===== src/rtl/u8e1_pkg.sv =====
// Shared types and constants for the 8E1 UART transceiver.
`timescale 1ns / 1ps
package u8e1_pkg;

  // Register reset values.
  localparam logic [15:0] BIT_PERIOD_RST  = 16'd833;
  localparam logic [14:0] HALF_PERIOD_RST = 15'd416;

  // Frame lengths in bit slots.
  localparam logic [3:0] TX_FRAME_BITS = 4'd11;
  localparam logic [3:0] RX_FRAME_BITS = 4'd10;

  // Configuration register indexes.
  typedef enum logic {
    CFG_BIT_PERIOD  = 1'b0,
    CFG_HALF_PERIOD = 1'b1
  } cfg_idx_t;

  // Receiver phase.
  typedef enum logic {
    RX_IDLE  = 1'b0,
    RX_FRAME = 1'b1
  } rx_phase_t;

  // Transmitter result fields.
  typedef struct packed {
    logic line;
    logic busy;
    logic done;
  } tx_res_t;

  // Receiver result fields.
  typedef struct packed {
    logic       valid;
    logic [7:0] data;
    logic       error;
  } rx_res_t;

  // One result item.
  typedef struct packed {
    tx_res_t tx;
    rx_res_t rx;
  } out_item_t;

endpackage


===== src/rtl/u8e1_if.sv =====
// Request and result channel interfaces for the 8E1 UART transceiver.
`timescale 1ns / 1ps
interface u8e1_in_if;
  logic       valid;
  logic       ready;
  logic       rx_line;
  logic       tx_start;
  logic [7:0] tx_byte;

  modport source(output valid, rx_line, tx_start, tx_byte, input ready);
  modport sink(input valid, rx_line, tx_start, tx_byte, output ready);
endinterface

interface u8e1_out_if;
  logic       valid;
  logic       ready;
  logic       tx_line;
  logic       tx_busy;
  logic       tx_done;
  logic       rx_valid;
  logic [7:0] rx_byte;
  logic       rx_error;

  modport source(output valid, tx_line, tx_busy, tx_done, rx_valid, rx_byte, rx_error,
                 input ready);
  modport sink(input valid, tx_line, tx_busy, tx_done, rx_valid, rx_byte, rx_error,
               output ready);
endinterface


===== src/rtl/u8e1_tx.sv =====
// Transmitter: bit timer and frame shift register, one tick per accepted request.
`timescale 1ns / 1ps
module u8e1_tx (
  input  logic              clk,
  input  logic              rst_n,
  input  logic              tick,
  input  logic              tx_start,
  input  logic [7:0]        tx_byte,
  input  logic [15:0]       bit_period,
  output u8e1_pkg::tx_res_t res
);

  logic [10:0] shift_r, shift_nxt;
  logic [3:0]  bits_left_r, bits_left_nxt;
  logic [15:0] timer_r, timer_nxt;
  logic        active_r, active_nxt;
  logic        level_r, level_nxt;
  logic        done;

  // Next state for one tick.
  always_comb begin
    shift_nxt     = shift_r;
    bits_left_nxt = bits_left_r;
    timer_nxt     = timer_r;
    active_nxt    = active_r;
    level_nxt     = level_r;
    done          = 1'b0;
    if (active_r) begin
      if (timer_r <= 16'd1) begin
        timer_nxt = bit_period;
        if (bits_left_r != 4'd0) begin
          level_nxt     = shift_r[0];
          shift_nxt     = {1'b1, shift_r[10:1]};
          bits_left_nxt = bits_left_r - 4'd1;
        end else begin
          active_nxt = 1'b0;
          level_nxt  = 1'b1;
          done       = 1'b1;
        end
      end else begin
        timer_nxt = timer_r - 16'd1;
      end
    end else if (tx_start) begin
      // Stop, even parity, data LSB first, start.
      shift_nxt     = {1'b1, ^tx_byte, tx_byte, 1'b0};
      bits_left_nxt = u8e1_pkg::TX_FRAME_BITS;
      timer_nxt     = bit_period;
      active_nxt    = 1'b1;
      level_nxt     = 1'b1;
    end
  end

  // Result shows the state after the tick.
  always_comb begin
    res.line = level_nxt;
    res.busy = active_nxt;
    res.done = done;
  end

  // State registers advance only on an accepted tick.
  always_ff @(posedge clk) begin
    if (!rst_n) begin
      shift_r     <= '1;
      bits_left_r <= '0;
      timer_r     <= '0;
      active_r    <= 1'b0;
      level_r     <= 1'b1;
    end else if (tick) begin
      shift_r     <= shift_nxt;
      bits_left_r <= bits_left_nxt;
      timer_r     <= timer_nxt;
      active_r    <= active_nxt;
      level_r     <= level_nxt;
    end
  end

endmodule


===== src/rtl/u8e1_rx.sv =====
// Receiver: start edge detect, bit-center sampling and parity/stop checks.
`timescale 1ns / 1ps
module u8e1_rx (
  input  logic              clk,
  input  logic              rst_n,
  input  logic              tick,
  input  logic              rx_line,
  input  logic [15:0]       bit_period,
  input  logic [14:0]       half_period,
  output u8e1_pkg::rx_res_t res
);

  u8e1_pkg::rx_phase_t phase_r, phase_nxt;
  logic [9:0]  shift_r, shift_nxt;
  logic [3:0]  bits_left_r, bits_left_nxt;
  logic [16:0] timer_r, timer_nxt;
  logic        ones_odd_r, ones_odd_nxt;
  logic        fault_r, fault_nxt;
  logic        prev_r;
  logic [9:0]  shifted;

  assign shifted = {rx_line, shift_r[9:1]};

  // Next state and result for one tick.
  always_comb begin
    phase_nxt     = phase_r;
    shift_nxt     = shift_r;
    bits_left_nxt = bits_left_r;
    timer_nxt     = timer_r;
    ones_odd_nxt  = ones_odd_r;
    fault_nxt     = fault_r;
    res           = '0;
    case (phase_r)
      u8e1_pkg::RX_IDLE: begin
        if (prev_r && !rx_line) begin
          phase_nxt     = u8e1_pkg::RX_FRAME;
          timer_nxt     = {1'b0, bit_period} + {2'b00, half_period};
          bits_left_nxt = u8e1_pkg::RX_FRAME_BITS;
          shift_nxt     = '0;
          ones_odd_nxt  = 1'b0;
          fault_nxt     = 1'b0;
        end
      end
      u8e1_pkg::RX_FRAME: begin
        if (timer_r <= 17'd1) begin
          timer_nxt = {1'b0, bit_period};
          shift_nxt = shifted;
          if (bits_left_r > 4'd1) begin
            ones_odd_nxt  = ones_odd_r ^ rx_line;
            bits_left_nxt = bits_left_r - 4'd1;
          end else begin
            // Stop sample: report the frame and return to idle.
            res.valid     = 1'b1;
            res.data      = shifted[7:0];
            res.error     = fault_r | !rx_line | ones_odd_r;
            phase_nxt     = u8e1_pkg::RX_IDLE;
            bits_left_nxt = '0;
            ones_odd_nxt  = 1'b0;
            fault_nxt     = 1'b0;
          end
        end else begin
          timer_nxt = timer_r - 17'd1;
        end
      end
      default: begin
        phase_nxt = u8e1_pkg::RX_IDLE;
      end
    endcase
  end

  // State registers advance only on an accepted tick.
  always_ff @(posedge clk) begin
    if (!rst_n) begin
      phase_r     <= u8e1_pkg::RX_IDLE;
      shift_r     <= '0;
      bits_left_r <= '0;
      timer_r     <= '0;
      ones_odd_r  <= 1'b0;
      fault_r     <= 1'b0;
      prev_r      <= 1'b1;
    end else if (tick) begin
      phase_r     <= phase_nxt;
      shift_r     <= shift_nxt;
      bits_left_r <= bits_left_nxt;
      timer_r     <= timer_nxt;
      ones_odd_r  <= ones_odd_nxt;
      fault_r     <= fault_nxt;
      prev_r      <= rx_line;
    end
  end

endmodule


===== src/rtl/u8e1_skid.sv =====
// Result register with a skid stage, so requests keep flowing while a result waits.
`timescale 1ns / 1ps
module u8e1_skid (
  input  logic                clk,
  input  logic                rst_n,
  input  logic                push,
  input  u8e1_pkg::out_item_t push_data,
  output logic                can_push,
  output logic                out_valid,
  input  logic                out_ready,
  output u8e1_pkg::out_item_t out_data
);

  logic                main_valid_r, main_valid_nxt;
  logic                skid_valid_r, skid_valid_nxt;
  u8e1_pkg::out_item_t main_r, main_nxt;
  u8e1_pkg::out_item_t skid_r, skid_nxt;

  assign can_push  = !skid_valid_r;
  assign out_valid = main_valid_r;
  assign out_data  = main_r;

  // Refill the result register from the skid stage first, then from a new request.
  always_comb begin
    main_valid_nxt = main_valid_r;
    skid_valid_nxt = skid_valid_r;
    main_nxt       = main_r;
    skid_nxt       = skid_r;
    if (!main_valid_r || out_ready) begin
      if (skid_valid_r) begin
        main_nxt       = skid_r;
        main_valid_nxt = 1'b1;
        skid_valid_nxt = 1'b0;
      end else begin
        main_nxt       = push_data;
        main_valid_nxt = push;
      end
    end else if (push) begin
      skid_nxt       = push_data;
      skid_valid_nxt = 1'b1;
    end
  end

  // Control bits take reset; payload does not.
  always_ff @(posedge clk) begin
    if (!rst_n) begin
      main_valid_r <= 1'b0;
      skid_valid_r <= 1'b0;
    end else begin
      main_valid_r <= main_valid_nxt;
      skid_valid_r <= skid_valid_nxt;
    end
  end

  always_ff @(posedge clk) begin
    main_r <= main_nxt;
    skid_r <= skid_nxt;
  end

endmodule


===== src/rtl/uart_8e1_transceiver.sv =====
// Top level of the bit-timed 8E1 UART transceiver.
//
//   channel  | dir | contents
//   ---------+-----+-----------------------------------------------------
//   in_ch    | in  | one clock tick: rx_line, tx_start, tx_byte
//   out_ch   | out | line state after the tick: tx_line/busy/done, rx_*
//   cfg_*    | in  | register write: 0 bit_period, 1 half_period
//
// Every accepted request advances the TX and RX bit timers by one tick and
// yields one registered result; one request per cycle while the skid is empty.
// The result register plus a one-entry skid stage keep in_ch.ready high while
// a single result waits; ready drops only once two results are held.
// Reset (rst_n, synchronous) returns both sides to idle and the registers to
// 833 and 416; there is no clearing pass.
`timescale 1ns / 1ps
module uart_8e1_transceiver (
  input  logic               clk,
  input  logic               rst_n,
  u8e1_in_if.sink            in_ch,
  u8e1_out_if.source         out_ch,
  input  logic               cfg_we,
  input  logic               cfg_idx,
  input  logic [15:0]        cfg_wdata
);

  logic [15:0]         bit_period_r;
  logic [14:0]         half_period_r;
  logic                tick;
  logic                can_push;
  u8e1_pkg::tx_res_t   tx_res;
  u8e1_pkg::rx_res_t   rx_res;
  u8e1_pkg::out_item_t item;
  u8e1_pkg::out_item_t out_item;

  // Configuration registers.
  always_ff @(posedge clk) begin
    if (!rst_n) begin
      bit_period_r  <= u8e1_pkg::BIT_PERIOD_RST;
      half_period_r <= u8e1_pkg::HALF_PERIOD_RST;
    end else if (cfg_we) begin
      case (u8e1_pkg::cfg_idx_t'(cfg_idx))
        u8e1_pkg::CFG_BIT_PERIOD:  bit_period_r  <= cfg_wdata;
        u8e1_pkg::CFG_HALF_PERIOD: half_period_r <= cfg_wdata[14:0];
        default: begin
          bit_period_r <= bit_period_r;
        end
      endcase
    end
  end

  // A request is one tick.
  assign in_ch.ready = can_push;
  assign tick        = in_ch.valid & can_push;

  u8e1_tx u_tx (
    .clk        (clk),
    .rst_n      (rst_n),
    .tick       (tick),
    .tx_start   (in_ch.tx_start),
    .tx_byte    (in_ch.tx_byte),
    .bit_period (bit_period_r),
    .res        (tx_res)
  );

  u8e1_rx u_rx (
    .clk         (clk),
    .rst_n       (rst_n),
    .tick        (tick),
    .rx_line     (in_ch.rx_line),
    .bit_period  (bit_period_r),
    .half_period (half_period_r),
    .res         (rx_res)
  );

  assign item.tx = tx_res;
  assign item.rx = rx_res;

  u8e1_skid u_skid (
    .clk       (clk),
    .rst_n     (rst_n),
    .push      (tick),
    .push_data (item),
    .can_push  (can_push),
    .out_valid (out_ch.valid),
    .out_ready (out_ch.ready),
    .out_data  (out_item)
  );

  // Result fields.
  assign out_ch.tx_line  = out_item.tx.line;
  assign out_ch.tx_busy  = out_item.tx.busy;
  assign out_ch.tx_done  = out_item.tx.done;
  assign out_ch.rx_valid = out_item.rx.valid;
  assign out_ch.rx_byte  = out_item.rx.data;
  assign out_ch.rx_error = out_item.rx.error;

endmodule


===== src/flat_wrapper.sv =====
// flat-port wrapper written by rule: the top's interface ports become plain ports
module uart_8e1_transceiver_flat 
  (clk, rst_n, cfg_we, cfg_idx, cfg_wdata, in_ch_valid, in_ch_rx_line, in_ch_tx_start, in_ch_tx_byte, in_ch_ready, out_ch_valid, out_ch_tx_line, out_ch_tx_busy, out_ch_tx_done, out_ch_rx_valid, out_ch_rx_byte, out_ch_rx_error, out_ch_ready);
  u8e1_in_if in_ch_i ();
  u8e1_out_if out_ch_i ();
  input  logic clk;
  input  logic rst_n;
  input  logic cfg_we;
  input  logic cfg_idx;
  input  logic [15:0] cfg_wdata;
  input wire logic [$bits(in_ch_i.valid)-1:0] in_ch_valid;
  input wire logic [$bits(in_ch_i.rx_line)-1:0] in_ch_rx_line;
  input wire logic [$bits(in_ch_i.tx_start)-1:0] in_ch_tx_start;
  input wire logic [$bits(in_ch_i.tx_byte)-1:0] in_ch_tx_byte;
  output wire logic [$bits(in_ch_i.ready)-1:0] in_ch_ready;
  output wire logic [$bits(out_ch_i.valid)-1:0] out_ch_valid;
  output wire logic [$bits(out_ch_i.tx_line)-1:0] out_ch_tx_line;
  output wire logic [$bits(out_ch_i.tx_busy)-1:0] out_ch_tx_busy;
  output wire logic [$bits(out_ch_i.tx_done)-1:0] out_ch_tx_done;
  output wire logic [$bits(out_ch_i.rx_valid)-1:0] out_ch_rx_valid;
  output wire logic [$bits(out_ch_i.rx_byte)-1:0] out_ch_rx_byte;
  output wire logic [$bits(out_ch_i.rx_error)-1:0] out_ch_rx_error;
  input wire logic [$bits(out_ch_i.ready)-1:0] out_ch_ready;
  assign in_ch_i.valid = in_ch_valid;
  assign in_ch_i.rx_line = in_ch_rx_line;
  assign in_ch_i.tx_start = in_ch_tx_start;
  assign in_ch_i.tx_byte = in_ch_tx_byte;
  assign in_ch_ready = in_ch_i.ready;
  assign out_ch_valid = out_ch_i.valid;
  assign out_ch_tx_line = out_ch_i.tx_line;
  assign out_ch_tx_busy = out_ch_i.tx_busy;
  assign out_ch_tx_done = out_ch_i.tx_done;
  assign out_ch_rx_valid = out_ch_i.rx_valid;
  assign out_ch_rx_byte = out_ch_i.rx_byte;
  assign out_ch_rx_error = out_ch_i.rx_error;
  assign out_ch_i.ready = out_ch_ready;
  uart_8e1_transceiver u_core (.clk(clk), .rst_n(rst_n), .in_ch(in_ch_i), .out_ch(out_ch_i), .cfg_we(cfg_we), .cfg_idx(cfg_idx), .cfg_wdata(cfg_wdata));
endmodule

===== config.mk =====
export PLATFORM = sky130hd
export DESIGN_NAME = uart_8e1_transceiver_flat
export DESIGN_NICKNAME = d
export VERILOG_FILES = /design/src/rtl/u8e1_pkg.sv /design/src/rtl/u8e1_if.sv /design/src/rtl/u8e1_tx.sv /design/src/rtl/u8e1_rx.sv /design/src/rtl/u8e1_skid.sv /design/src/rtl/uart_8e1_transceiver.sv /design/src/flat_wrapper.sv
export SDC_FILE = /design/constraint.sdc
export NUM_CORES = 1
export LEC_CHECK = 0
export ABC_AREA = 1
export BUFFER_PORTS_ARGS = -buffer_cell sky130_fd_sc_hd__buf_2
export CORE_ASPECT_RATIO = 0.5
export CORE_MARGIN = 2
export CORE_UTILIZATION = 65
export CTS_BUF_LIST = sky130_fd_sc_hd__clkbuf_8
export CTS_CLUSTER_DIAMETER = 60
export DETAILED_ROUTE_END_ITERATION = 16
export PLACE_DENSITY = 0.85
export SLEW_MARGIN = 20
export SYNTH_ARGS = -nofsm -noshare
export SYNTH_HDL_FRONTEND = slang
export SYNTH_HIERARCHICAL = 1
export SYNTH_SLANG_ARGS = --single-unit

===== constraint.sdc =====
create_clock -name clk -period 3.83 [get_ports clk]
set_input_delay 0.383 -clock clk [delete_from_list [all_inputs] [get_ports clk]]
set_output_delay 0.383 -clock clk [all_outputs]
set_load 0.02 [all_outputs]

-- Word level (Yosys, flattened, before mapping)
Cells that the tools add are included.
- register bits after elaboration: 127
- input port bits: 32
- word-level logic and storage cells: 114
- output and inout bits: 15
- magnitude comparators: 3
- mux-type cells: 48
- reduce and logical (&&, ||, !) cells: 17
- add/sub/neg operators: 5
- bitwise logic cells: 8
- eq/ne operators: 5
- operators by type and width (kind ; number):
    two-way mux 10 bit ; 5
    two-way mux 16 bit ; 3
    two-way mux 11 bit ; 4
    two-way mux 17 bit ; 2
    one-hot mux 17 bit (2 select lines) ; 1
    two-way mux 4 bit ; 7
    two-way mux 1 bit ; 20
    one-hot mux 10 bit (2 select lines) ; 1
    adder 16 x 15 -> 17 bit ; 1
    <= comparator 17 x 1 -> 1 bit, second input constant ; 1
    subtractor 17 x 1 -> 17 bit, second input constant ; 1
    <= comparator 16 x 1 -> 1 bit, second input constant ; 1
    subtractor 16 x 1 -> 16 bit, second input constant ; 1
    two-way mux 13 bit ; 1
    AND reduction 2 bit ; 5
    one-hot mux 4 bit (2 select lines) ; 1
    AND reduction 4 bit ; 2
    XOR reduction 8 bit ; 1
    subtractor 4 x 1 -> 4 bit, second input constant ; 2
    != test 2 x 1 -> 1 bit, second input constant ; 3
    one-hot mux 1 bit (2 select lines) ; 3
    greater-than comparator 4 x 1 -> 1 bit, second input constant ; 1
    != test 2 bit, second input constant ; 2
    NOT 1 bit ; 4
    10 further kinds ; 13

-- Depth between registers and ports, before layout
Gate-level depths: netlist (run 1).
- word-level depth: 7
- gate-level depth with buffers: 14
- depth with buffers taken out: 13

-- By module
Netlist (run 1), hierarchy kept.
- modules (own cells, without submodules) (module ; cells an instance ; area an instance (um2) ; sequential area each (um2) ; instances):
    u8e1_rx ; 486 ; 2976.6 ; 660.6 ; 1
    u8e1_tx ; 337 ; 2148.3 ; 640.6 ; 1
    uart_8e1_transceiver ; 165 ; 1209.9 ; 620.6 ; 1
    u8e1_skid ; 79 ; 1026.0 ; 820.8 ; 1

-- Worst setup path after synthesis (run 1)
No wires, ideal clock.
- kind: reg2reg
- start point: register u_core.u_tx.timer_r[0]
- end point: register u_core.u_skid.main_r (netlist bit u_core/u_skid/out_data[12]), data pin
- arrival: 1.702 ns
- data required time: 3.578 ns
- setup time: 0.252 ns
- stages on the path, launching flop included: 14
- buffers on the path: 1
- path slack: 1.876 ns
- period minus slack after synthesis: 1.954 ns
- path through: dfxtp_1 inv_1 ha_1 inv_2 nand2_1 nand2_1 nor2_4 nand2_4 nor3_4 nand2_1 and2_1 buf_4 nand2_1 nand2_1
- cells in the longest elaborated chain, start to end: 4
- ends and longest elaborated chain (item ; RTL line ; text):
    start: declaration ; u8e1_tx.sv:15 ; logic [15:0] timer_r, timer_nxt;
    start signal: assignment ; u8e1_tx.sv:71 ; timer_r <= timer_nxt;
    <= comparator 16 x 1 -> 1 bit ; u8e1_tx.sv:29 ; if (timer_r <= 16'd1) begin
    two-way mux 1 bit ; u8e1_tx.sv:29 ;
    two-way mux 1 bit ; u8e1_tx.sv:28 ; if (active_r) begin
    net u_core.u_tx.level_nxt ; u8e1_tx.sv:17 ; logic level_r, level_nxt;
    two-way mux 13 bit ; u8e1_skid.sv:30 ; if (skid_valid_r) begin
    end signal: assignment ; u8e1_skid.sv:56 ; main_r <= main_nxt;
    end: declaration ; u8e1_skid.sv:16 ; u8e1_pkg::out_item_t main_r, main_nxt;
The timed path passes the listed nets, and every way through them passes these cells.
A chain may end at the register's enable or synchronous reset.

-- Worst setup path in the final report (run 1)
- start point: register u_core.u_skid.skid_valid_r
- end point: register u_core.u_rx.shift_r[4]
- cells in the longest elaborated chain, start to end: 3
- ends and longest elaborated chain (item ; RTL line ; text):
    start: declaration ; u8e1_skid.sv:15 ; logic skid_valid_r, skid_valid_nxt;
    start signal: assignment ; u8e1_skid.sv:51 ; skid_valid_r <= skid_valid_nxt;
    logical NOT 1 bit ; u8e1_skid.sv:19 ; assign can_push = !skid_valid_r;
    AND 1 bit ; uart_8e1_transceiver.sv:53 ; assign tick = in_ch.valid & can_push;
    net u_core.tick ; uart_8e1_transceiver.sv:28 ; logic tick;
    AND reduction 3 bit (no source line) ; -- ;
    end signal: assignment ; u8e1_rx.sv:83 ; shift_r <= shift_nxt;
    end: declaration ; u8e1_rx.sv:14 ; logic [9:0] shift_r, shift_nxt;
The timed path passes the listed nets, and every way through them passes these cells.

==> results.tsv, run 1 <==
stage	metric	value	unit
worst_setup_path	crit path cell chain	inv_2 > nand2_1 > inv_1 > nand2_1 > and2_1 > inv_2 > nand2_4 > nor2_8 > nand2_1 > a21oi_1	
min_path	HP Class	in2reg	
clocking	CTS Sinks	124	
sta	skew final	0.0199	ns
synth	multiplexer share of the synthesized area	0	%
sta	Tcrit/Tclk final	67.2	%
sta	Fin. Hold Viols	0	
grt	GRT overflow	0	
sta	post-route setup TNS	0	ns
worst_setup_path	kind of critical path	reg2reg	
sta	Final Max Slew Viols	0	
synth	Synth Area in Simple Gates	35.0	%
clocking	worst skew pair latency	0.44	ns
power_and_ir_drop	total power per unit cell area	443	nW/µm²
floorplanning	Cell Rows	27	
power_and_ir_drop	leak pwr	0.00377	µW
synth	Post-synth EDFFs	26	
synth	Mapped Area	7360	µm²
sta	Slew headroom	33.1	%
grt	GR Util All Layers	31.2	%
worst_setup_path	CP top delay family	simple AND/OR/NAND/NOR gates	
cells_and_area	# nets final	1153	
worst_setup_path	CP max stage delay	0.46	ns
synth	Synth Instances	1067	
clocking	post-CTS setup repair buffer count	0	
floorplanning	Ports	47	
place	placement-stage cell area	7550	µm²
clocking	H-tree levels	4	
floorplanning	Core Region	11000	µm²
clocking	buffer depth of the longest clock path	2	
clocking	clock slew at reported path FFs	0.08	ns
synth	post-synth top area cell	dfxtp_1	
synth	sequential area share after synthesis	37.3	%
clocking	TritonCTS clock tree	yes	
run_status	outcome	completed	
worst_setup_path	crit start category	flop	
min_path	hold path start	cfg_wdata[5]	
place	placed cells	1222	
cells_and_area	# diodes	0	
worst_setup_path	RR Startpoint	u_core/u_skid/skid_valid_r$_SDFFE_PP0P_	
grt	global-route wire length before repair	30.6	mm
worst_setup_path	Max FO, Critical Path	27	
sta	Final Critical Period	2.57	ns
place	hpwl dp	12.9	mm
power_and_ir_drop	Max rail drop VDD	0.234	mV
worst_setup_path	CP dominant cell by count	nand2_1	
worst_setup_path	WP data arrival	2.92	ns
drt	post-DR wirelength/cell	14.5	µm
floorplanning	die height	79.2	µm
drt	DRC viols	0	
cells_and_area	design area	7940	µm²
worst_setup_path	slowest cell on the critical path	dfxtp_1	
sta	Final WS setup	1.26	ns
clocking	Root Driver	clkbuf_8	
clocking	cts hold-fix bufs	0	
synth	largest family of logic cells by synthesized area	simple AND/OR/NAND/NOR gates	
clocking	PostCTS Resize Cnt	0	
grt	vias in the first global route	6393	
worst_setup_path	R2R cell count	10	
cells_and_area	layout cells sized above 1	11.1	%
synth	XOR/XNOR share of the synthesized area	2.50	%
worst_setup_path	Critical Path End Type	flop	
synth	register bit total from synthesis	124	
sta	hold_ws	0.189	ns
synth	unique cell type count in the Yosys netlist	44	
drt	DRT iter0 DRCs	693	
grt	largest net degree at the start of global routing	33	
sta	Worst Tran Pin Value	0.999	ns
drt	1st-pass router iterations	6	
synth	Synth top cells by count	nand2_1 (270), nor2_1 (151), inv_1 (106), nand3_1 (101), dfxtp_1 (98)	
synth	yosys warns	6	
sta	Setup violations, final	0	
clocking	total CTS buffers	17	
synth	ys flop type	dfxtp_1	
grt	initial antenna violation count	0	
drt	final wirelength	18.2	mm
worst_setup_path	crit path from	u_core/u_skid/skid_valid_r$_SDFFE_PP0P_	
drt	Final ANT Viol Nets	0	
synth	Synth top area share	26.7	%
sta	RSZ-0062 raised after global routing	false	
worst_setup_path	Buffers & Inverters on Critical Path	3	
cells_and_area	Layout area overhead	7.90	%
floorplanning	Initial Util	66.8	%
place	Final GP Congestion	0.927	
floorplanning	total die area	12200	µm²
place	# port buffers	46	
synth	Compound-Gate Fraction of Synth Area	11.5	%
run	number of max-cap violations	0	
synth	most common cell in the netlist	nand2_1	
synth	top cells by area, synth	dfxtp_1 (27%), nand2_1 (14%), edfxtp_1 (11%)	
drt	Vias per Instance	5.59	
place	DP Worst Slack	1.35	ns
sta	fmax	389	MHz
synth	Post-Syn Nets	1124	
floorplanning	Die W	154	µm
min_path	Hold Crit Depth	3	
synth	Avg Cell Area, Syn	6.90	µm²
drt	DR vias	7006	
synth	Adder-Cell Fraction of Synth Area	4.35	%
worst_setup_path	CP Depth	10	
cells_and_area	Layout Cells excl Fill	1254	
synth	Synth async-reset ratio	0	%
worst_setup_path	Required @ worst endpoint	4.18	ns
logic make-up after synthesis:
family / count (synthesis)
and+or+nand+nor: 583
AOI/OAI and AO/OA: 158
buffers and inverters: 156
DFF: 124
adders and majority gates: 25
xor gates and xnor gates: 21
state kept, by name, indices dropped and copies added, names as in the netlist, 9 cells and up:
name,cells
u_core/u_tx/timer_r,16
u_core/bit_period_r,16
u_core/u_skid/skid_r,13
u_core/u_tx/shift_r,10
u_core/half_period_r,15
u_core/u_skid/out_data,13
u_core/u_rx/shift_r,9
u_core/u_rx/timer_r,17
path summary, 6_finish.rpt:
path,end,slack [ns]
setup / recovery,u_core/u_rx/shift_r[4]$_SDFFE_PN0P_,1.26
hold / removal,u_core/half_period_r[5]$_SDFFE_PN1P_,0.19
setup reg to reg,u_core/u_rx/shift_r[4]$_SDFFE_PN0P_,1.26
hold reg to reg,u_core/half_period_r[8]$_SDFFE_PN1P_,0.48
stage by stage:
step,util (%),power [µW]
after global routing,72.1,3710
final,72.1,3520
after global placement,68.6,2350
after CTS,72.1,3510
after floorplan,-,2190
after detailed placement,68.6,2380
layer usage:
metal / share of wire [%] / routed length, µm / track usage, %
met1: 46 / 8420 / 43.0
met3: 8.0 / 1460 / 6.60
met2: 44 / 8080 / 50.8
met4: 1.4 / 254 / 7.69
met5: 0 / 0 / 0
where the power goes:
group          total [µW]  internal [µW]  switching (µW)
clock                1140            607             531
combinational         865            293             571
sequential           1510           1420            91.3
cell type report:
class                   instances  area [µm²]
multi-input cells             787        3930
repair buffers                 50         260
flip-flops and latches        124        2740
clock inverters                13         130
inverters                     116         438
fillers                       878        3070
clock buffers                  19         262
well taps                     145         181
placed cells by master (no fill, tap or decap), types with 11 or more instances in the layout:
| cell type | netlist | routed |
|---|---|---|
| a21oi_1 | 79 | 79 |
| buf_2 | 11 | 46 |
| clkbuf_8 | 0 | 19 |
| dfxtp_1 | 98 | 98 |
| edfxtp_1 | 26 | 26 |
| ha_1 | 24 | 24 |
| inv_1 | 106 | 110 |
| nand2_1 | 270 | 270 |
| nand3_1 | 101 | 101 |
| nand4_1 | 11 | 11 |
| nor2_1 | 151 | 151 |
| o21ai_0 | 58 | 58 |
| xnor2_1 | 12 | 12 |
worst min-delay path, delay by kind of cell:
kind / cells / cell delay (ns)
buffers and inverters: 1 / 0.09
AND/OR/NAND/NOR: 2 / 0.10
Power figures use the tool's default switching activity.
==> run 2, diff against run 1 <==
--- a/config.mk
+++ b/config.mk
@@ -9,11 +9,11 @@
 export BUFFER_PORTS_ARGS = -buffer_cell sky130_fd_sc_hd__buf_2
 export CORE_ASPECT_RATIO = 0.5
 export CORE_MARGIN = 2
-export CORE_UTILIZATION = 65
+export CORE_UTILIZATION = 63
 export CTS_BUF_LIST = sky130_fd_sc_hd__clkbuf_8
 export CTS_CLUSTER_DIAMETER = 60
 export DETAILED_ROUTE_END_ITERATION = 16
-export PLACE_DENSITY = 0.85
+export PLACE_DENSITY = 0.82
 export SLEW_MARGIN = 20
 export SYNTH_ARGS = -nofsm -noshare
 export SYNTH_HDL_FRONTEND = slang
==> constraint.sdc (replaced) <==
create_clock -name clk -period 2.69 [get_ports clk]
set_input_delay 0.269 -clock clk [delete_from_list [all_inputs] [get_ports clk]]
set_output_delay 0.269 -clock clk [all_outputs]
set_load 0.02 [all_outputs]
==> results.tsv, run 2 (synthesis results as in run 1) <==
stage	metric	value	unit	change
sta	Worst Tran Pin Value	0.637	ns	was 0.999 ns
worst_setup_path	crit path from	u_core/u_skid/skid_valid_r$_SDFFE_PP0P_		unchanged
power_and_ir_drop	leak pwr	0.00379	µW	was 0.00377 µW
cells_and_area	Biggest register	u_core/u_rx/timer_r		unchanged
clocking	post-CTS setup repair buffer count	0		unchanged
power_and_ir_drop	Max rail drop VDD	0.303	mV	was 0.234 mV
worst_setup_path	Critical Path End Type	flop		unchanged
worst_setup_path	kind of critical path	reg2reg		unchanged
place	# port buffers	46		unchanged
floorplanning	Ports	47		unchanged
clocking	clock slew at reported path FFs	0.09	ns	was 0.08 ns
worst_setup_path	WP data arrival	2.60	ns	was 2.92 ns
drt	final wirelength	17.7	mm	was 18.2 mm
floorplanning	Die W	157	µm	was 154 µm
clocking	TritonCTS clock tree	yes		unchanged
worst_setup_path	Required @ worst endpoint	3.06	ns	was 4.18 ns
sta	Tcrit/Tclk final	83.0	%	was 67.2%
sta	Final Max Slew Viols	0		unchanged
grt	GRT overflow	0		unchanged
grt	GR Util All Layers	29.7	%	was 31.2%
clocking	Root Driver	clkbuf_8		unchanged
sta	skew final	0.00934	ns	was 0.0199 ns
min_path	HP Class	in2reg		unchanged
grt	vias in the first global route	6324		was 6393
drt	Final ANT Viol Nets	0		unchanged
sta	fmax	448	MHz	was 389 MHz
min_path	hold path start	cfg_wdata[7]		was cfg_wdata[5]
sta	RSZ-0062 raised after global routing	false		unchanged
clocking	worst skew pair latency	0.44	ns	about the same
cells_and_area	# diodes	0		unchanged
drt	DR vias	7012		was 7006
grt	largest net degree at the start of global routing	33		unchanged
cells_and_area	commonest cells after routing, fill and taps aside	nand2_1 (270), nor2_1 (151), inv_1 (106)		was nand2_1 (270), nor2_1 (151), inv_1 (110)
clocking	total CTS buffers	17		unchanged
floorplanning	Core Region	11200	µm²	was 11000 µm²
place	hpwl dp	12.5	mm	was 12.9 mm
cells_and_area	Seq. cell area	2740	µm²	unchanged
sta	Setup violations, final	0		unchanged
worst_setup_path	CP top delay family	simple AND/OR/NAND/NOR gates		unchanged
floorplanning	die height	80.4	µm	was 79.2 µm
clocking	buffer depth of the longest clock path	2		unchanged
place	Final GP Congestion	0.929		was 0.927
worst_setup_path	crit start category	flop		unchanged
cells_and_area	layout cells sized above 1	11.8	%	was 11.1%
run	number of max-cap violations	0		unchanged
sta	post-route setup TNS	0	ns	unchanged
worst_setup_path	CP dominant cell by count	nand2_1		unchanged
power_and_ir_drop	total power per unit cell area	630	nW/µm²	was 443 nW/µm²
sta	Fin. Hold Viols	0		unchanged
run_status	outcome	completed		unchanged
floorplanning	total die area	12600	µm²	was 12200 µm²
drt	1st-pass router iterations	5		was 6
cells_and_area	Layout area overhead	8.82	%	was 7.90%
cells_and_area	footprint of the multi-input gates	3930	µm²	unchanged
worst_setup_path	CP max stage delay	0.32	ns	was 0.46 ns
clocking	PostCTS Resize Cnt	0		unchanged
clocking	CTS Sinks	124		unchanged
grt	initial antenna violation count	0		unchanged
worst_setup_path	Max FO, Critical Path	16		was 27
worst_setup_path	Buffers & Inverters on Critical Path	4		was 3
grt	global-route wire length before repair	29.6	mm	was 30.6 mm
sta	Final Critical Period	2.23	ns	was 2.57 ns
cells_and_area	commonest non-fill, non-tap cell in the layout	nand2_1		unchanged
worst_setup_path	RR Startpoint	u_core/u_skid/skid_valid_r$_SDFFE_PP0P_		unchanged
worst_setup_path	slowest cell on the critical path	dfxtp_1		unchanged
drt	Vias per Instance	5.51		was 5.59
floorplanning	Cell Rows	27		unchanged
clocking	cts hold-fix bufs	0		unchanged
cells_and_area	# nets final	1158		was 1153
cells_and_area	largest registers	u_core/u_rx/timer_r: 17 flops, u_core/bit_period_r: 16 flops, u_core/u_tx/timer_r: 16 flops		unchanged
sta	Slew headroom	57.1	%	was 33.1%
drt	DRC viols	0		unchanged
drt	post-DR wirelength/cell	13.9	µm	was 14.5 µm
drt	DRT iter0 DRCs	691		was 693
clocking	H-tree levels	4		unchanged
sta	hold_ws	0.0472	ns	was 0.189 ns
cells_and_area	Fillers	949		was 878
cells_and_area	max reg flops	17		unchanged
floorplanning	Initial Util	65.8	%	was 66.8%
worst_setup_path	crit path cell chain	inv_2 > nand2_1 > inv_1 > inv_1 > nor2_4 > buf_4 > nand2_1 > nor2_4 > nand2_1 > a21oi_1		was inv_2 > nand2_1 > inv_1 > nand2_1 > and2_1 > inv_2 > nand2_4 > nor2_8 > nand2_1 > a21oi_1
worst_setup_path	R2R Setup Slk	0.46	ns	was 1.26 ns
-- run 2: cell types whose count changed in the layout (fill, tap and decap cells not counted), sizes merged --
cell,before,now
buf,50,55
bufinv,2,1
clkbuf,19,17
clkinv,5,3
inv,120,125
-- run 2: stage by stage --
stage,instances,util (%),cell area [µm²],setup slack (ns),power [µW]
finish,1273,71.6,8010,0.457,5050
global route,1273,71.6,8010,0.234,5340
CTS,1273,71.6,8010,0.495,5050
detailed placement,1241,68.0,7610,0.503,3380
global placement,1241,68.0,7610,0.572,3360
floorplan,1067,-,7360,0.736,3120
-- run 2: area by class of cell --
cell class,count,area share (%)
clock buffers,17,2.92
clock inverters,15,2.12
inverters,116,5.47
multi-input cells,787,49.0
flip-flops and latches,124,34.2
well taps,159,2.48
repair buffers,55,3.72
-- run 2: worst paths after layout --
check / end / cells past startpoint
max: u_core/u_tx/bits_left_r[3]$_SDFFE_PN0P_ / 10
min reg2reg: u_core/u_rx/ones_odd_r$_SDFFE_PN0P_ / 2
min: u_core/half_period_r[7]$_SDFFE_PN1P_ / 3
max reg2reg: u_core/u_tx/bits_left_r[3]$_SDFFE_PN0P_ / 10
-- run 2: routing by layer --
metal,vias to the layer above,GRT usage [%],share of wire (%)
met1,3220,39.2,47
met3,23,6.37,7.2
li1,3519,-,-
met2,250,48.5,44
met4,0,10.4,2.3
met5,-,0,0
-- run 2: power by group --
group	switching [µW]	internal [µW]	leakage, µW
Combinational	807	421	0.00251
Clock	895	783	0.000201
Sequential	121	2020	0.00107
-- run 2: worst reg2reg max path: cells and delay by family (launching register included) --
family	cells	cell delay, ns
AO/OA/AOI/OAI	1	0.14
buffers and inverters	4	0.83
flip-flops	1	0.32
AND/OR/NAND/NOR	5	0.88
==> run 3, diff against run 2 <==
==> constraint.sdc (replaced) <==
create_clock -name clk -period 2.3 [get_ports clk]
set_input_delay 0.23 -clock clk [delete_from_list [all_inputs] [get_ports clk]]
set_output_delay 0.23 -clock clk [all_outputs]
set_load 0.02 [all_outputs]
==> results.tsv, run 3 (synthesis results as in run 1) <==
stage	metric	value	unit	change
run_status	outcome	completed		unchanged
place	# port buffers	46		unchanged
clocking	H-tree levels	4		unchanged
grt	initial antenna violation count	0		unchanged
cells_and_area	commonest non-fill, non-tap cell in the layout	nand2_1		unchanged
sta	Setup violations, final	0		unchanged
worst_setup_path	crit start category	flop		unchanged
drt	final wirelength	18.1	mm	was 17.7 mm
clocking	CTS Sinks	124		unchanged
power_and_ir_drop	internal power	3670	µW	was 3230 µW
worst_setup_path	WP data arrival	2.32	ns	was 2.60 ns
worst_setup_path	FF-to-FF End	u_core/u_rx/bits_left_r[3]$_SDFFE_PN0P_		was u_core/u_tx/bits_left_r[3]$_SDFFE_PN0P_
min_path	hold path start	cfg_wdata[7]		unchanged
clocking	worst skew pair latency	0.44	ns	about the same
place	placed cells	1252		was 1241
sta	fmax	502	MHz	was 448 MHz
cells_and_area	# diodes	0		unchanged
clocking	total CTS buffers	17		unchanged
floorplanning	Die W	157	µm	unchanged
sta	Fin. Hold Viols	0		unchanged
grt	global-route wire length before repair	30.3	mm	was 29.6 mm
clocking	cts hold-fix bufs	0		unchanged
worst_setup_path	Required @ worst endpoint	2.63	ns	was 3.06 ns
cells_and_area	Biggest register	u_core/u_rx/timer_r		unchanged
drt	DR vias	7060		was 7012
drt	post-DR wirelength/cell	14.1	µm	was 13.9 µm
clocking	clock slew at reported path FFs	0.08	ns	was 0.09 ns
cells_and_area	largest registers	u_core/u_rx/timer_r: 17 flops, u_core/bit_period_r: 16 flops, u_core/u_tx/timer_r: 16 flops		unchanged
clocking	post-CTS setup repair buffer count	0		unchanged
sta	Final Max Slew Viols	0		unchanged
cells_and_area	layout cells sized above 1	12.6	%	was 11.8%
power_and_ir_drop	P_sw	2070	µW	was 1820 µW
floorplanning	Cell Rows	27		unchanged
drt	1st-pass router iterations	5		unchanged
drt	DRT iter0 DRCs	530		was 691
power_and_ir_drop	total power per unit cell area	712	nW/µm²	was 630 nW/µm²
drt	Vias per Instance	5.50		was 5.51
place	Final GP Congestion	0.921		was 0.929
worst_setup_path	critical path capture point	u_core/u_rx/bits_left_r[3]$_SDFFE_PN0P_		was u_core/u_tx/bits_left_r[3]$_SDFFE_PN0P_
floorplanning	Core Region	11200	µm²	unchanged
clocking	TritonCTS clock tree	yes		unchanged
sta	RSZ-0062 raised after global routing	false		unchanged
worst_setup_path	RR Startpoint	u_core/u_skid/skid_valid_r$_SDFFE_PP0P_		unchanged
sta	post-route setup TNS	0	ns	unchanged
worst_setup_path	kind of critical path	reg2reg		unchanged
grt	GR Util All Layers	30.6	%	was 29.7%
worst_setup_path	crit path cell chain	inv_2 > nand2_1 > inv_1 > nand3_1 > and2_1 > inv_2 > nand2_4 > inv_1 > o21ai_0 > a21oi_1		was inv_2 > nand2_1 > inv_1 > inv_1 > nor2_4 > buf_4 > nand2_1 > nor2_4 > nand2_1 > a21oi_1
power_and_ir_drop	Sequential Power Share	43.5	%	was 42.4%
cells_and_area	Layout area overhead	9.50	%	was 8.82%
worst_setup_path	slowest cell on the critical path	and2_1		was dfxtp_1
sta	Final Critical Period	1.99	ns	was 2.23 ns
clocking	buffer depth of the longest clock path	2		unchanged
floorplanning	die height	80.4	µm	unchanged
cells_and_area	max reg flops	17		unchanged
sta	Tcrit/Tclk final	86.7	%	was 83.0%
place	DP Worst Slack	0.329	ns	was 0.503 ns
cells_and_area	Layout Cells excl Fill	1284		was 1273
place	hpwl dp	13.1	mm	was 12.5 mm
sta	Slew headroom	63.0	%	was 57.1%
cells_and_area	commonest cells after routing, fill and taps aside	nand2_1 (270), nor2_1 (151), inv_1 (106)		unchanged
power_and_ir_drop	clock power share	30.7	%	was 33.2%
floorplanning	Initial Util	65.8	%	unchanged
floorplanning	total die area	12600	µm²	unchanged
drt	DRC viols	0		unchanged
drt	Final ANT Viol Nets	0		unchanged
grt	GRT overflow	0		unchanged
clocking	PostCTS Resize Cnt	0		unchanged
power_and_ir_drop	leak pwr	0.00382	µW	was 0.00379 µW
floorplanning	Ports	47		unchanged
min_path	HP Class	in2reg		unchanged
worst_setup_path	Max FO, Critical Path	15		was 16
sta	Final WS setup	0.307	ns	was 0.457 ns
sta	skew final	0.0109	ns	was 0.00934 ns
worst_setup_path	Critical Path End Type	flop		unchanged
cells_and_area	Fillers	974		was 949
power_and_ir_drop	Switching Share	36.0	%	was 36.1%
clocking	Root Driver	clkbuf_8		unchanged
cells_and_area	# nets final	1169		was 1158
worst_setup_path	CP max stage delay	0.41	ns	was 0.32 ns
worst_setup_path	R2R cell count	10		unchanged
run	number of max-cap violations	0		unchanged
worst_setup_path	R2R Setup Slk	0.31	ns	was 0.46 ns
worst_setup_path	crit path from	u_core/u_skid/skid_valid_r$_SDFFE_PP0P_		unchanged
grt	largest net degree at the start of global routing	41		was 33
grt	vias in the first global route	6544		was 6324
sta	Worst Tran Pin Value	0.554	ns	was 0.637 ns
power_and_ir_drop	Comb pwr share	25.8	%	was 24.3%
power_and_ir_drop	Max rail drop VDD	0.340	mV	was 0.303 mV
-- run 3: changes by cell type in the layout (fill, tap and decap cells not counted), sizes merged --
cell	change
clkinvlp	+2
clkinv	+3
clkbuf	+1
buf	+11
bufinv	-1
inv	-5
-- run 3: how the worst min path moves through the flow --
stage / endpoint / slack (ns) / cells past startpoint
floorplan: u_core/u_tx/shift_r[1]$_SDFFE_PN1P_ / 0.33 / 1
global placement: u_core/u_rx/ones_odd_r$_SDFFE_PN0P_ / 0.44 / 2
detailed placement: u_core/half_period_r[7]$_SDFFE_PN1P_ / 0.45 / 3
CTS: u_core/half_period_r[7]$_SDFFE_PN1P_ / 0.0002 / 3
global route: u_core/half_period_r[7]$_SDFFE_PN1P_ / 0.02 / 3
finish: u_core/half_period_r[7]$_SDFFE_PN1P_ / 0.01 / 3
-- run 3: cell type report --
| cell class | count | area, µm² | area share (%) |
|---|---|---|---|
| clock buffer | 18 | 248 | 3.07 |
| clock inverter | 14 | 111 | 1.38 |
| inverter | 116 | 438 | 5.43 |
| multi-input combinational | 787 | 3930 | 48.7 |
| sequential | 124 | 2740 | 34.0 |
| tap | 159 | 199 | 2.47 |
| timing repair buffer | 66 | 393 | 4.87 |
-- run 3: critical path, delay by kind of cell, from the launching register on --
kind	cells	cell delay [ns]
and+or+nand+nor	4	0.82
buffers and inverters	4	0.49
DFF	1	0.35
AOI/OAI and AO/OA	2	0.21
-- run 3: stage by stage --
| stage | total power, µW | hold WS [ns] | utilization (%) | area (µm²) |
|---|---|---|---|---|
| 3_5_place_dp | 4000 | 0.451 | 68.9 | 7700 |
| 5_1_grt | 6060 | 0.0156 | 72.1 | 8060 |
| 6_report | 5740 | 0.0128 | 72.1 | 8060 |
| 4_1_cts | 5730 | 0.000169 | 72.1 | 8060 |
| 3_3_place_gp | 3960 | 0.443 | 68.9 | 7700 |
| 2_1_floorplan | 3650 | 0.329 | - | 7360 |
-- run 3: power groups by stage --
stage                     sequential [µW]  combinational, µW  clock, µW
after detailed placement             2540               1460          0
final                                2500               1480       1760
after CTS                            2490               1470       1770
after global placement               2540               1420          0
after global routing                 2510               1670       1880
after floorplan                      2530               1120          0
-- run 3: routing by layer --
layer	GRT usage [%]	vias to the layer above	wire length, µm	share of wire [%]
met2	51.3	275	8140	45
met1	39.6	3219	8310	46
met5	0	-	0	0
li1	-	3536	-	-
met3	5.99	30	1260	6.9
met4	11.3	0	425	2.3
